$ cat src/sv/sha256_block_hasher_assert.svh
// Assertion macros for the SHA-256 block hasher.
`ifndef SHA256_BLOCK_HASHER_ASSERT_SVH
`define SHA256_BLOCK_HASHER_ASSERT_SVH

`ifndef ASSERT_OFF
`define SHABH_ASSERT(lbl, clk, rst_n, prop) \
	lbl: assert property (@(posedge clk) disable iff (!rst_n) prop) \
		else $error("shabh assertion failed");
`define SHABH_ASSERT_NEVER(lbl, clk, rst_n, cond) \
	lbl: assert property (@(posedge clk) disable iff (!rst_n) !(cond)) \
		else $error("shabh forbidden condition");
`else
`define SHABH_ASSERT(lbl, clk, rst_n, prop)
`define SHABH_ASSERT_NEVER(lbl, clk, rst_n, cond)
`endif

`endif

$ cat src/sv/shabh_pkg.sv
// Types, constants and round functions shared by the SHA-256 block hasher.
package shabh_pkg;

	localparam int ROUNDS      = 64;
	localparam int BLOCK_WORDS = 16;
	localparam int HASH_WORDS  = 8;
	localparam int WORD_W      = 32;
	localparam int ROUND_W     = $clog2(ROUNDS);
	localparam int WCNT_W      = $clog2(BLOCK_WORDS);
	localparam int OCNT_W      = $clog2(HASH_WORDS + 1);

	localparam logic [WORD_W-1:0] HASH_IV [HASH_WORDS] = '{
		32'h6a09e667, 32'hbb67ae85, 32'h3c6ef372, 32'ha54ff53a,
		32'h510e527f, 32'h9b05688c, 32'h1f83d9ab, 32'h5be0cd19
	};

	typedef enum logic [1:0] {
		ST_COLLECT,
		ST_ROUND,
		ST_ADD,
		ST_EMIT
	} state_t;

	typedef struct packed {
		logic               load_word;
		logic               start;
		logic               round;
		logic [ROUND_W-1:0] round_idx;
		logic               add;
		logic               emit;
	} dp_cmd_t;

	typedef struct packed {
		logic out_busy;
	} dp_stat_t;

	function automatic logic [WORD_W-1:0] big_sigma0(input logic [WORD_W-1:0] x);
		return {x[1:0], x[31:2]} ^ {x[12:0], x[31:13]} ^ {x[21:0], x[31:22]};
	endfunction

	function automatic logic [WORD_W-1:0] big_sigma1(input logic [WORD_W-1:0] x);
		return {x[5:0], x[31:6]} ^ {x[10:0], x[31:11]} ^ {x[24:0], x[31:25]};
	endfunction

	function automatic logic [WORD_W-1:0] small_sigma0(input logic [WORD_W-1:0] x);
		return {x[6:0], x[31:7]} ^ {x[17:0], x[31:18]} ^ {3'b000, x[31:3]};
	endfunction

	function automatic logic [WORD_W-1:0] small_sigma1(input logic [WORD_W-1:0] x);
		return {x[16:0], x[31:17]} ^ {x[18:0], x[31:19]} ^ {10'b0, x[31:10]};
	endfunction

	function automatic logic [WORD_W-1:0] round_const(input logic [ROUND_W-1:0] t);
		logic [WORD_W-1:0] k;
		case (t)
			6'd0:  k = 32'h428a2f98;
			6'd1:  k = 32'h71374491;
			6'd2:  k = 32'hb5c0fbcf;
			6'd3:  k = 32'he9b5dba5;
			6'd4:  k = 32'h3956c25b;
			6'd5:  k = 32'h59f111f1;
			6'd6:  k = 32'h923f82a4;
			6'd7:  k = 32'hab1c5ed5;
			6'd8:  k = 32'hd807aa98;
			6'd9:  k = 32'h12835b01;
			6'd10: k = 32'h243185be;
			6'd11: k = 32'h550c7dc3;
			6'd12: k = 32'h72be5d74;
			6'd13: k = 32'h80deb1fe;
			6'd14: k = 32'h9bdc06a7;
			6'd15: k = 32'hc19bf174;
			6'd16: k = 32'he49b69c1;
			6'd17: k = 32'hefbe4786;
			6'd18: k = 32'h0fc19dc6;
			6'd19: k = 32'h240ca1cc;
			6'd20: k = 32'h2de92c6f;
			6'd21: k = 32'h4a7484aa;
			6'd22: k = 32'h5cb0a9dc;
			6'd23: k = 32'h76f988da;
			6'd24: k = 32'h983e5152;
			6'd25: k = 32'ha831c66d;
			6'd26: k = 32'hb00327c8;
			6'd27: k = 32'hbf597fc7;
			6'd28: k = 32'hc6e00bf3;
			6'd29: k = 32'hd5a79147;
			6'd30: k = 32'h06ca6351;
			6'd31: k = 32'h14292967;
			6'd32: k = 32'h27b70a85;
			6'd33: k = 32'h2e1b2138;
			6'd34: k = 32'h4d2c6dfc;
			6'd35: k = 32'h53380d13;
			6'd36: k = 32'h650a7354;
			6'd37: k = 32'h766a0abb;
			6'd38: k = 32'h81c2c92e;
			6'd39: k = 32'h92722c85;
			6'd40: k = 32'ha2bfe8a1;
			6'd41: k = 32'ha81a664b;
			6'd42: k = 32'hc24b8b70;
			6'd43: k = 32'hc76c51a3;
			6'd44: k = 32'hd192e819;
			6'd45: k = 32'hd6990624;
			6'd46: k = 32'hf40e3585;
			6'd47: k = 32'h106aa070;
			6'd48: k = 32'h19a4c116;
			6'd49: k = 32'h1e376c08;
			6'd50: k = 32'h2748774c;
			6'd51: k = 32'h34b0bcb5;
			6'd52: k = 32'h391c0cb3;
			6'd53: k = 32'h4ed8aa4a;
			6'd54: k = 32'h5b9cca4f;
			6'd55: k = 32'h682e6ff3;
			6'd56: k = 32'h748f82ee;
			6'd57: k = 32'h78a5636f;
			6'd58: k = 32'h84c87814;
			6'd59: k = 32'h8cc70208;
			6'd60: k = 32'h90befffa;
			6'd61: k = 32'ha4506ceb;
			6'd62: k = 32'hbef9a3f7;
			6'd63: k = 32'hc67178f2;
			default: k = 32'h0;
		endcase
		return k;
	endfunction

endpackage

$ cat src/sv/sha256_block_hasher.sv
// Top level of the SHA-256 block hasher.
// Input channel s_*: one padded big-endian message word per request in s_tdata,
//   s_tlast set on the final word of the final block of a message; s_tlast on a
//   word that does not close a 16-word block is ignored.
// Output channel m_*: the eight digest words H0..H7 in m_tdata, m_tlast on H7.
// Sequence: a block takes 16 accepted words, then 64 rounds (one round per
//   cycle through the round logic that all rounds share) and one hash update.
//   s_tready is low during rounds and update. For a marked block the digest is
//   copied into the output register in the emit state after the update, once
//   the previous digest has drained.
// The output register frees the input side: the next message is collected
//   while the digest drains. If the receiver stalls, a following digest waits
//   in the controller until the previous one has been taken, and input stops.
// Reset: arst_n clears the controller, empties the output register and loads
//   the standard initial hash value; input is accepted right after reset.
module sha256_block_hasher (
	input  logic        clk,
	input  logic        arst_n,
	input  logic        s_tvalid,
	output logic        s_tready,
	input  logic [31:0] s_tdata,   // [31:0] message_word
	input  logic        s_tlast,   // end_of_message
	output logic        m_tvalid,
	input  logic        m_tready,
	output logic [31:0] m_tdata,   // [31:0] digest_word
	output logic        m_tlast    // digest_last
);
	import shabh_pkg::*;

	dp_cmd_t  dp_cmd;
	dp_stat_t dp_stat;

	shabh_ctrl u_ctrl (
		.clk      (clk),
		.arst_n   (arst_n),
		.s_tvalid (s_tvalid),
		.s_tready (s_tready),
		.s_tlast  (s_tlast),
		.dp_stat  (dp_stat),
		.dp_cmd   (dp_cmd)
	);

	shabh_datapath u_datapath (
		.clk          (clk),
		.arst_n       (arst_n),
		.dp_cmd       (dp_cmd),
		.dp_stat      (dp_stat),
		.message_word (s_tdata),
		.m_tvalid     (m_tvalid),
		.m_tready     (m_tready),
		.m_tdata      (m_tdata),
		.m_tlast      (m_tlast)
	);

`include "sha256_block_hasher_assert.svh"

	`SHABH_ASSERT_NEVER(a_no_request_in_rounds, clk, arst_n, dp_cmd.round && s_tready)
	`SHABH_ASSERT(a_emit_when_empty, clk, arst_n, dp_cmd.emit |-> !m_tvalid)
	`SHABH_ASSERT(a_emit_shows_digest, clk, arst_n, dp_cmd.emit |=> (m_tvalid && !m_tlast))
	`SHABH_ASSERT_NEVER(a_single_step, clk, arst_n, dp_cmd.round && (dp_cmd.add || dp_cmd.start))

endmodule

$ cat src/sv/shabh_ctrl.sv
// Sequencer for word collection, compression rounds, hash update and digest hand-off.
module shabh_ctrl (
	input  logic                clk,
	input  logic                arst_n,
	input  logic                s_tvalid,
	output logic                s_tready,
	input  logic                s_tlast,
	input  shabh_pkg::dp_stat_t dp_stat,
	output shabh_pkg::dp_cmd_t  dp_cmd
);
	import shabh_pkg::*;

	state_t              state_q, state_d;
	logic [WCNT_W-1:0]   word_cnt_q, word_cnt_d;
	logic [ROUND_W-1:0]  round_q, round_d;
	logic                last_q, last_d;

	always_ff @(posedge clk or negedge arst_n) begin
		if (!arst_n) begin
			state_q    <= ST_COLLECT;
			word_cnt_q <= '0;
			round_q    <= '0;
			last_q     <= 1'b0;
		end else begin
			state_q    <= state_d;
			word_cnt_q <= word_cnt_d;
			round_q    <= round_d;
			last_q     <= last_d;
		end
	end

	always_comb begin
		state_d    = state_q;
		word_cnt_d = word_cnt_q;
		round_d    = round_q;
		last_d     = last_q;
		s_tready   = 1'b0;
		dp_cmd     = '0;
		dp_cmd.round_idx = round_q;
		case (state_q)
			ST_COLLECT: begin
				s_tready = 1'b1;
				if (s_tvalid) begin
					dp_cmd.load_word = 1'b1;
					word_cnt_d = word_cnt_q + 1'b1;
					if (word_cnt_q == WCNT_W'(BLOCK_WORDS - 1)) begin
						dp_cmd.start = 1'b1;
						last_d  = s_tlast;
						round_d = '0;
						state_d = ST_ROUND;
					end
				end
			end
			ST_ROUND: begin
				dp_cmd.round = 1'b1;
				round_d = round_q + 1'b1;
				if (round_q == ROUND_W'(ROUNDS - 1))
					state_d = ST_ADD;
			end
			ST_ADD: begin
				dp_cmd.add = 1'b1;
				state_d = last_q ? ST_EMIT : ST_COLLECT;
			end
			ST_EMIT: begin
				// hold until the previous digest has drained
				if (!dp_stat.out_busy) begin
					dp_cmd.emit = 1'b1;
					state_d = ST_COLLECT;
				end
			end
			default: state_d = ST_COLLECT;
		endcase
	end

endmodule

$ cat src/sv/shabh_datapath.sv
// Message schedule, working variables, hash state and digest output register.
module shabh_datapath (
	input  logic                clk,
	input  logic                arst_n,
	input  shabh_pkg::dp_cmd_t  dp_cmd,
	output shabh_pkg::dp_stat_t dp_stat,
	input  logic [31:0]         message_word,
	output logic                m_tvalid,
	input  logic                m_tready,
	output logic [31:0]         m_tdata,
	output logic                m_tlast
);
	import shabh_pkg::*;

	logic [WORD_W-1:0] sched_q [BLOCK_WORDS];
	logic [WORD_W-1:0] work_q  [HASH_WORDS];
	logic [WORD_W-1:0] hash_q  [HASH_WORDS];
	logic [WORD_W-1:0] out_q   [HASH_WORDS];
	logic [OCNT_W-1:0] out_cnt_q;

	logic [WORD_W-1:0] w_next;
	logic [WORD_W-1:0] t1;
	logic [WORD_W-1:0] t2;
	logic [WORD_W-1:0] ch;
	logic [WORD_W-1:0] maj;
	logic              out_take;

	assign w_next = small_sigma1(sched_q[14]) + sched_q[9]
	              + small_sigma0(sched_q[1]) + sched_q[0];
	assign ch     = (work_q[4] & work_q[5]) ^ (~work_q[4] & work_q[6]);
	assign maj    = (work_q[0] & work_q[1]) ^ (work_q[0] & work_q[2])
	              ^ (work_q[1] & work_q[2]);
	assign t1     = work_q[7] + big_sigma1(work_q[4]) + ch
	              + round_const(dp_cmd.round_idx) + sched_q[0];
	assign t2     = big_sigma0(work_q[0]) + maj;

	assign m_tvalid = (out_cnt_q != '0);
	assign m_tdata  = out_q[0];
	assign m_tlast  = (out_cnt_q == OCNT_W'(1));
	assign out_take = m_tvalid && m_tready;
	assign dp_stat.out_busy = m_tvalid;

	always_ff @(posedge clk or negedge arst_n) begin
		if (!arst_n) begin
			for (int i = 0; i < HASH_WORDS; i++)
				hash_q[i] <= HASH_IV[i];
			out_cnt_q <= '0;
		end else begin
			if (dp_cmd.add) begin
				for (int i = 0; i < HASH_WORDS; i++)
					hash_q[i] <= hash_q[i] + work_q[i];
			end else if (dp_cmd.emit) begin
				for (int i = 0; i < HASH_WORDS; i++)
					hash_q[i] <= HASH_IV[i];
			end
			if (dp_cmd.emit)
				out_cnt_q <= OCNT_W'(HASH_WORDS);
			else if (out_take)
				out_cnt_q <= out_cnt_q - 1'b1;
		end
	end

	always_ff @(posedge clk) begin
		if (dp_cmd.load_word) begin
			for (int i = 0; i < BLOCK_WORDS - 1; i++)
				sched_q[i] <= sched_q[i+1];
			sched_q[BLOCK_WORDS-1] <= message_word;
		end else if (dp_cmd.round) begin
			for (int i = 0; i < BLOCK_WORDS - 1; i++)
				sched_q[i] <= sched_q[i+1];
			sched_q[BLOCK_WORDS-1] <= w_next;
		end

		if (dp_cmd.start) begin
			for (int i = 0; i < HASH_WORDS; i++)
				work_q[i] <= hash_q[i];
		end else if (dp_cmd.round) begin
			work_q[7] <= work_q[6];
			work_q[6] <= work_q[5];
			work_q[5] <= work_q[4];
			work_q[4] <= work_q[3] + t1;
			work_q[3] <= work_q[2];
			work_q[2] <= work_q[1];
			work_q[1] <= work_q[0];
			work_q[0] <= t1 + t2;
		end

		if (dp_cmd.emit) begin
			for (int i = 0; i < HASH_WORDS; i++)
				out_q[i] <= hash_q[i];
		end else if (out_take) begin
			for (int i = 0; i < HASH_WORDS - 1; i++)
				out_q[i] <= out_q[i+1];
		end
	end

endmodule
$ cat config.mk
export PLATFORM = sky130hd
export DESIGN_NAME = sha256_block_hasher
export DESIGN_NICKNAME = d
export VERILOG_FILES = /design/src/sv/shabh_pkg.sv /design/src/sv/sha256_block_hasher.sv /design/src/sv/shabh_ctrl.sv /design/src/sv/shabh_datapath.sv
export VERILOG_INCLUDE_DIRS = /design/src /design/src/sv
export SDC_FILE = /design/constraint.sdc
export NUM_CORES = 2
export LEC_CHECK = 0
export ABC_CLOCK_PERIOD_IN_PS = 11470
export BUFFER_PORTS_ARGS = -buffer_cell sky130_fd_sc_hd__buf_2
export CORE_MARGIN = 8
export CORE_UTILIZATION = 64
export CTS_CLUSTER_DIAMETER = 50
export DETAILED_ROUTE_END_ITERATION = 8
export HOLD_SLACK_MARGIN = 0.06
export PLACE_DENSITY_LB_ADDON = 0.15
export SLEW_MARGIN = 20
export SYNTH_ARGS = -nofsm -noshare
export SYNTH_HDL_FRONTEND = slang
export SYNTH_HIERARCHICAL = 1
export SYNTH_SLANG_ARGS = --single-unit
$ cat constraint.sdc
create_clock -name clk -period 11.47 [get_ports clk]
set_input_delay 2.294 -clock clk [delete_from_list [all_inputs] [get_ports clk]]
set_output_delay 2.294 -clock clk [all_outputs]
set_load 0.01 [all_outputs]
* After elaboration in Yosys (flattened, before gate mapping)
Memories as Yosys holds them, arrays and structs flattened.
Cells that the tools add are included.
W data, S select, Z words.
** Word-level totals
- Flip-flop bits (word level) :: 273
- Bits in latches :: 0
- Bits in writable memories :: 1024
- ROM bits :: 2048
- Bits of input ports :: 37
- Word-level logic and storage cells :: 172
- Memories kept :: 4
** Operators by class
- Add/subtract/negate cells :: 21
- Multipliers :: 0
- Div/mod/pow operators :: 0
- $lt $le $gt $ge :: 0
- Equality and inequality tests :: 10
- Shift-type cells :: 0
- Multiplexer cells :: 66
- Bitwise logic cells :: 48
- Reduce and logical (&&, ||, !) cells :: 10
** Memory list
- (name not given) :: words 64, width 32, read ports 1, clocked after Yosys merged registers in 0, write ports 0, RTL line shabh_pkg.sv:55 : case (t)
- u_datapath.sched_q :: words 16, width 32, read ports 16, clocked after Yosys merged registers in 0, write ports 16, RTL line shabh_datapath.sv:15 : logic [WORD_W-1:0] sched_q [BLOCK_WORDS];
- u_datapath.out_q :: words 8, width 32, read ports 8, clocked after Yosys merged registers in 0, write ports 8, RTL line shabh_datapath.sv:18 : logic [WORD_W-1:0] out_q [HASH_WORDS];
- u_datapath.work_q :: words 8, width 32, read ports 8, clocked after Yosys merged registers in 0, write ports 8, RTL line shabh_datapath.sv:16 : logic [WORD_W-1:0] work_q [HASH_WORDS];
** Operators with widths (number)
- $mux W32 :: 31
- $add A32 B32 Y32 :: 18
- $mux W256 :: 2
- $xor A32 B32 Y32 :: 9
- $and A32 B32 Y32 :: 5
- $not A32 Y32 :: 1
- $xor A32 B22 Y32 :: 1
- $xor A32 B29 Y32 :: 1
- $or A1 B1 Y1 :: 31
- $mux W1 :: 20
- $mux W2 :: 7
- $mux W6 :: 2
- $pmux W6 S2 :: 1
- $mux W4 :: 2
- $pmux W2 S4 :: 1
- $add A6 B1 Y6 const B :: 1
- $eq A6 B6 Y1 const B :: 1
- $reduce_and A3 Y1 :: 2
- $reduce_bool A2 Y1 :: 3
- $add A4 B1 Y4 const B :: 1
- $eq A2 B2 Y1 const B :: 2
- $eq A4 B1 Y1 const B :: 1
- $eq A4 B4 Y1 const B :: 1
- $ne A2 B1 Y1 const B :: 2
- 8 further kinds :: 9

* Longest topological paths before layout
- Depth after elaboration :: 8
- Gate-level depth with buffers :: 43
- Depth with buffers taken out :: 41

* Cells and area by module
Netlist, hierarchy kept.
** Modules (own cells, without submodules)
- shabh_datapath :: instances 1, cells each 6645, area an instance 73937.2 um^2, seq. area each 37425.9 um^2
- shabh_ctrl :: instances 1, cells each 60, area an instance 665.6 um^2, seq. area each 325.3 um^2

* Worst setup path after synthesis
Ideal clock, no wire load.
- Path kind :: input-to-reg
- From :: input port s_tvalid
- To :: memory u_datapath.sched_q[0][0], enable pin
- Setup time :: 0.667 ns
- Data arrival time :: 9.285 ns
- Path slack :: 1.518 ns
- Stages :: 4
- Path through :: nor3b_4 -> clkbuf_1 -> clkbuf_1 -> or2_2
** RTL lines
- start: declaration :: RTL line sha256_block_hasher.sv:19 : input logic s_tvalid,
- end: declaration :: RTL line shabh_datapath.sv:15

==> reports/summary.log <==
qor: timing.timing.final.setup_violations 0
qor: yosys.synthXorXnorAreaFrac 6.657%
qor: clock_network.post_cts.resized_instances 0
qor: worst_setup_path.setup.worst_path.start_class flip-flop
qor: grt.gr-total-overflow 0
qor: clock_network.holdBufCountCts 0
qor: yosys.synth_fa_ha_area_share 11.83%
qor: placed_design.dp.final_hpwl 156,300 um
qor: placed_design.port_buffers 71
qor: grt.global_route.usage.total 34.51%
qor: timing.measured_slew_at_the_worst_slew_check_pin 1206 ps
qor: yosys.postSynth.asyncResetShare 21.05%
qor: timing.setup-tns-final 0 ps
qor: finish.ff_latch_area 37,760 sq um
qor: grt.maximum_number_of_pins_on_one_net_before_global_route_repair 204
qor: yosys.synthesis.yosys.warnings 6
qor: floorplan.top_level_ports 72
qor: clock_network.cts-buffers-inserted 153
qor: yosys.synth_simple_gate_area_share 10.22%
qor: floorplan.floorplan.die_area 127,700 sq um
qor: detailed_routing.ant_nets 0
qor: worst_setup_path.cp_max_fo 20
qor: finish.final_net_count 7,325
qor: floorplan.die_height 357.4 um
qor: timing.final_hold_vios 0
qor: timing.slew_headroom 18.76%
qor: yosys.synth.cell_area 74,600 sq um
qor: clock_network.cts.htree.levels 4
qor: yosys.combinational_family_with_the_most_area_after_synthesis compound AO/OA/AOI/OAI gates
qor: worst_setup_path.worstPathRequired 12,130 ps
qor: min_path.hold_path_class flip-flop to flip-flop
qor: run_status.outcome finished clean
qor: finish.post_route_cells_drive_above_1_share 12.85%
qor: finish.flow.area_growth_from_synthesis 9.555%
qor: yosys.net_count_synth 7,328
qor: yosys.netlist.area_leader.share 41.22%
qor: yosys.ys_ff_latch 1,297
qor: timing.share_of_the_clock_period_used_by_the_worst_path 85.27%
qor: timing.timing.clock.skew 69.63 ps
qor: yosys.synth.area.top_cells edfxtp_1 (41%), ha_1 (6.6%), fa_1 (5.2%), nand2_1 (5.0%), dfstp_2 (4.8%)
qor: min_path.min-delay-start u_datapath/sched_q[0][132]
qor: clock_network.worst_skew_pair.late_latency 820 ps
qor: yosys.syn_area_per_cell 11.13 sq um
qor: finish.layout_utilization 70.52%
qor: floorplan.fp-row-count 125
qor: worst_setup_path.endpoint_kind flip-flop
qor: detailed_routing.wl_per_cell 26.64 um
qor: clock_network.post_cts.repair.setup_buffers 0
qor: grt.grt_pass1_wl 331,700 um
qor: flow_run.number_of_maximum_capacitance_violations 0
qor: timing.peak_clock_frequency_supported_by_timing 102.2 MHz
qor: clock_network.tritoncts done
qor: clock_network.cts.root.buffer_cell clkbuf_16
qor: worst_setup_path.critical_path.reg2reg.startpoint u_ctrl/round_q[1]
qor: floorplan.horiz_die_dim 357.4 um
qor: finish.multi_input_area 34,360 sq um
qor: floorplan.core 115,900 sq um
qor: yosys.synth_enable_flop_cells 1,024
qor: placed_design.gp_congestion 0.9992
qor: detailed_routing.vias 53,991
qor: clock_network.cts.clk_slew.worst_paths 60 ps
qor: yosys.synth_ff_type edfxtp_1
qor: yosys.synth_largest_area_cell edfxtp_1
qor: detailed_routing.vias_per_cell 6.457
qor: detailed_routing.dr.pass1.iters 8
qor: detailed_routing.route.final.wire_length 222,700 um
qor: clock_network.cts_max_path_buffers 3
qor: yosys.synth.mux.area_fraction 4.314%
qor: floorplan.starting_density_of_the_core 64.37%
qor: worst_setup_path.slowest_delay 540 ps
qor: worst_setup_path.criticalPathCategory flip-flop to flip-flop
qor: yosys.post_synth_num_cell_types 92
qor: finish.layout.filler_cells 8,056
qor: grt.grt_antenna_before_repair 3
qor: worst_setup_path.worstSetupStartpoint u_ctrl/round_q[1]
qor: yosys.compound_gate_portion_of_the_synthesized_area 12.95%
qor: worst_setup_path.worst_path_max_delay_cell o21ai_0
qor: yosys.gate_count_of_the_mapped_netlist 6,705
qor: worst_setup_path.timing.critical_path.arrival 10,440 ps
qor: detailed_routing.route.detailed.drc 0
qor: clock_network.cts_sinks 1,297
qor: timing.timing_max_transition_violations_final 0
qor: yosys.yosysSeqAreaShare 50.60%
qor: grt.grt_pass1_vias 53,289
qor: detailed_routing.drt_iter0_markers 5,909
qor: timing.final_critical_path_required_period 9780 ps
qor: timing.rsz0062_at_grt false
## path summary, 6_finish.rpt
path | to | slack (ps) | cells after the start
max | u_datapath/work_q[0][31] | 1690 | 41
min | u_datapath/sched_q[0][100] | 380 | 0
max reg2reg | u_datapath/work_q[0][31] | 1690 | 41
min reg2reg | u_datapath/sched_q[0][100] | 380 | 0
max in group asynchronous | u_datapath/hash_q[45] | 8140 | 3
min in group asynchronous | u_datapath/hash_q[193] | 1520 | 1
## synth_stat cells (all sizes together) (10+ instances only)
cell type / count
o21bai: 58
o31a: 12
xor2: 184
a31o: 24
a21oi: 489
o21ai: 459
or3: 23
dfstp: 136
a41oi: 11
or2: 19
nor3: 140
a21o: 175
nand4: 24
xnor2: 383
a2111oi: 10
ha: 391
inv: 322
a21boi: 11
nor2b: 43
mux2i: 20
o311ai: 12
a31oi: 43
mux2: 250
nand2: 989
a211oi: 36
clkbuf: 261
o211ai: 33
dfrtp: 137
nand2b: 59
nor3b: 10
nor2: 284
nand3: 86
o22ai: 12
a311oi: 14
buf: 58
and3: 41
edfxtp: 1024
o31ai: 38
fa: 195
a22o: 13
o21a: 41
and2: 16
## critical path, delay by kind of cell, from the launching register on
kind	cells	cell delay [ps]
adders and majority gates	7	2900
and+or+nand+nor	9	1260
DFF	1	340
xor gates and xnor gates	1	380
AOI/OAI and AO/OA	17	3810
buffers and inverters	7	950
## logic make-up after synthesis
kind of cell | Yosys count
DFF | 1297
muxes | 279
AOI/OAI and AO/OA | 1567
xor gates and xnor gates | 567
buffers and inverters | 645
and+or+nand+nor | 1761
adders and majority gates | 589
## cells in the final DEF, fill, tap and decap left out, drive strengths merged, types with 140 or more instances in the layout
cell type / netlist / routed
nand2: 989 / 989
xor2: 184 / 184
nor3: 140 / 140
clkbuf: 261 / 194
nor2: 284 / 284
edfxtp: 1024 / 1024
mux2: 250 / 250
xnor2: 383 / 383
a21o: 175 / 175
a21oi: 489 / 489
o21ai: 459 / 459
fa: 195 / 195
buf: 58 / 161
inv: 322 / 339
ha: 391 / 391
## registers in the layout, indices dropped and copies added (netlist names)
name and cells:
u_ctrl/round_q 6, u_ctrl/state_q 2, u_datapath/out_q 256, u_ctrl/last_q 1
u_datapath/sched_q 512, u_datapath/work_q 256, u_ctrl/word_cnt_q 4, u_datapath/hash_q 256
u_datapath/out_cnt_q 4
## through the flow
stage,instance area [sq um],worst slack (ps),cells,hold WS (ps)
after floorplan,74600,1518,6705,400.3
after global placement,76380,1879,8071,400.4
after detailed placement,76380,1859,8071,404.5
after CTS,81720,1857,8358,388.3
after global routing,81720,1029,8358,401.7
final,81730,1690,8362,378.4
## cell type report
cell class	instances	area share (%)
clock inverters	93	1.540
multi-input cells	4763	42.04
repair buffers	161	1.381
diodes	4	0.01225
flip-flops and latches	1297	46.20
well taps	1524	2.333
clock buffers	194	4.995
inverters	326	1.500
## per-layer routing
layer  routed length, um  GRT usage [%]  vias to the layer above
met5                   0              0                        -
met4               13270          18.45                        0
met3               17790          5.491                      597
met2              106600          57.19                     2776
met1               85110          43.74                    26656
li1                    -              -                    23962
Power is not shown: default switching activity piles up to over one toggle a cycle in this logic, so the estimate is an artifact.
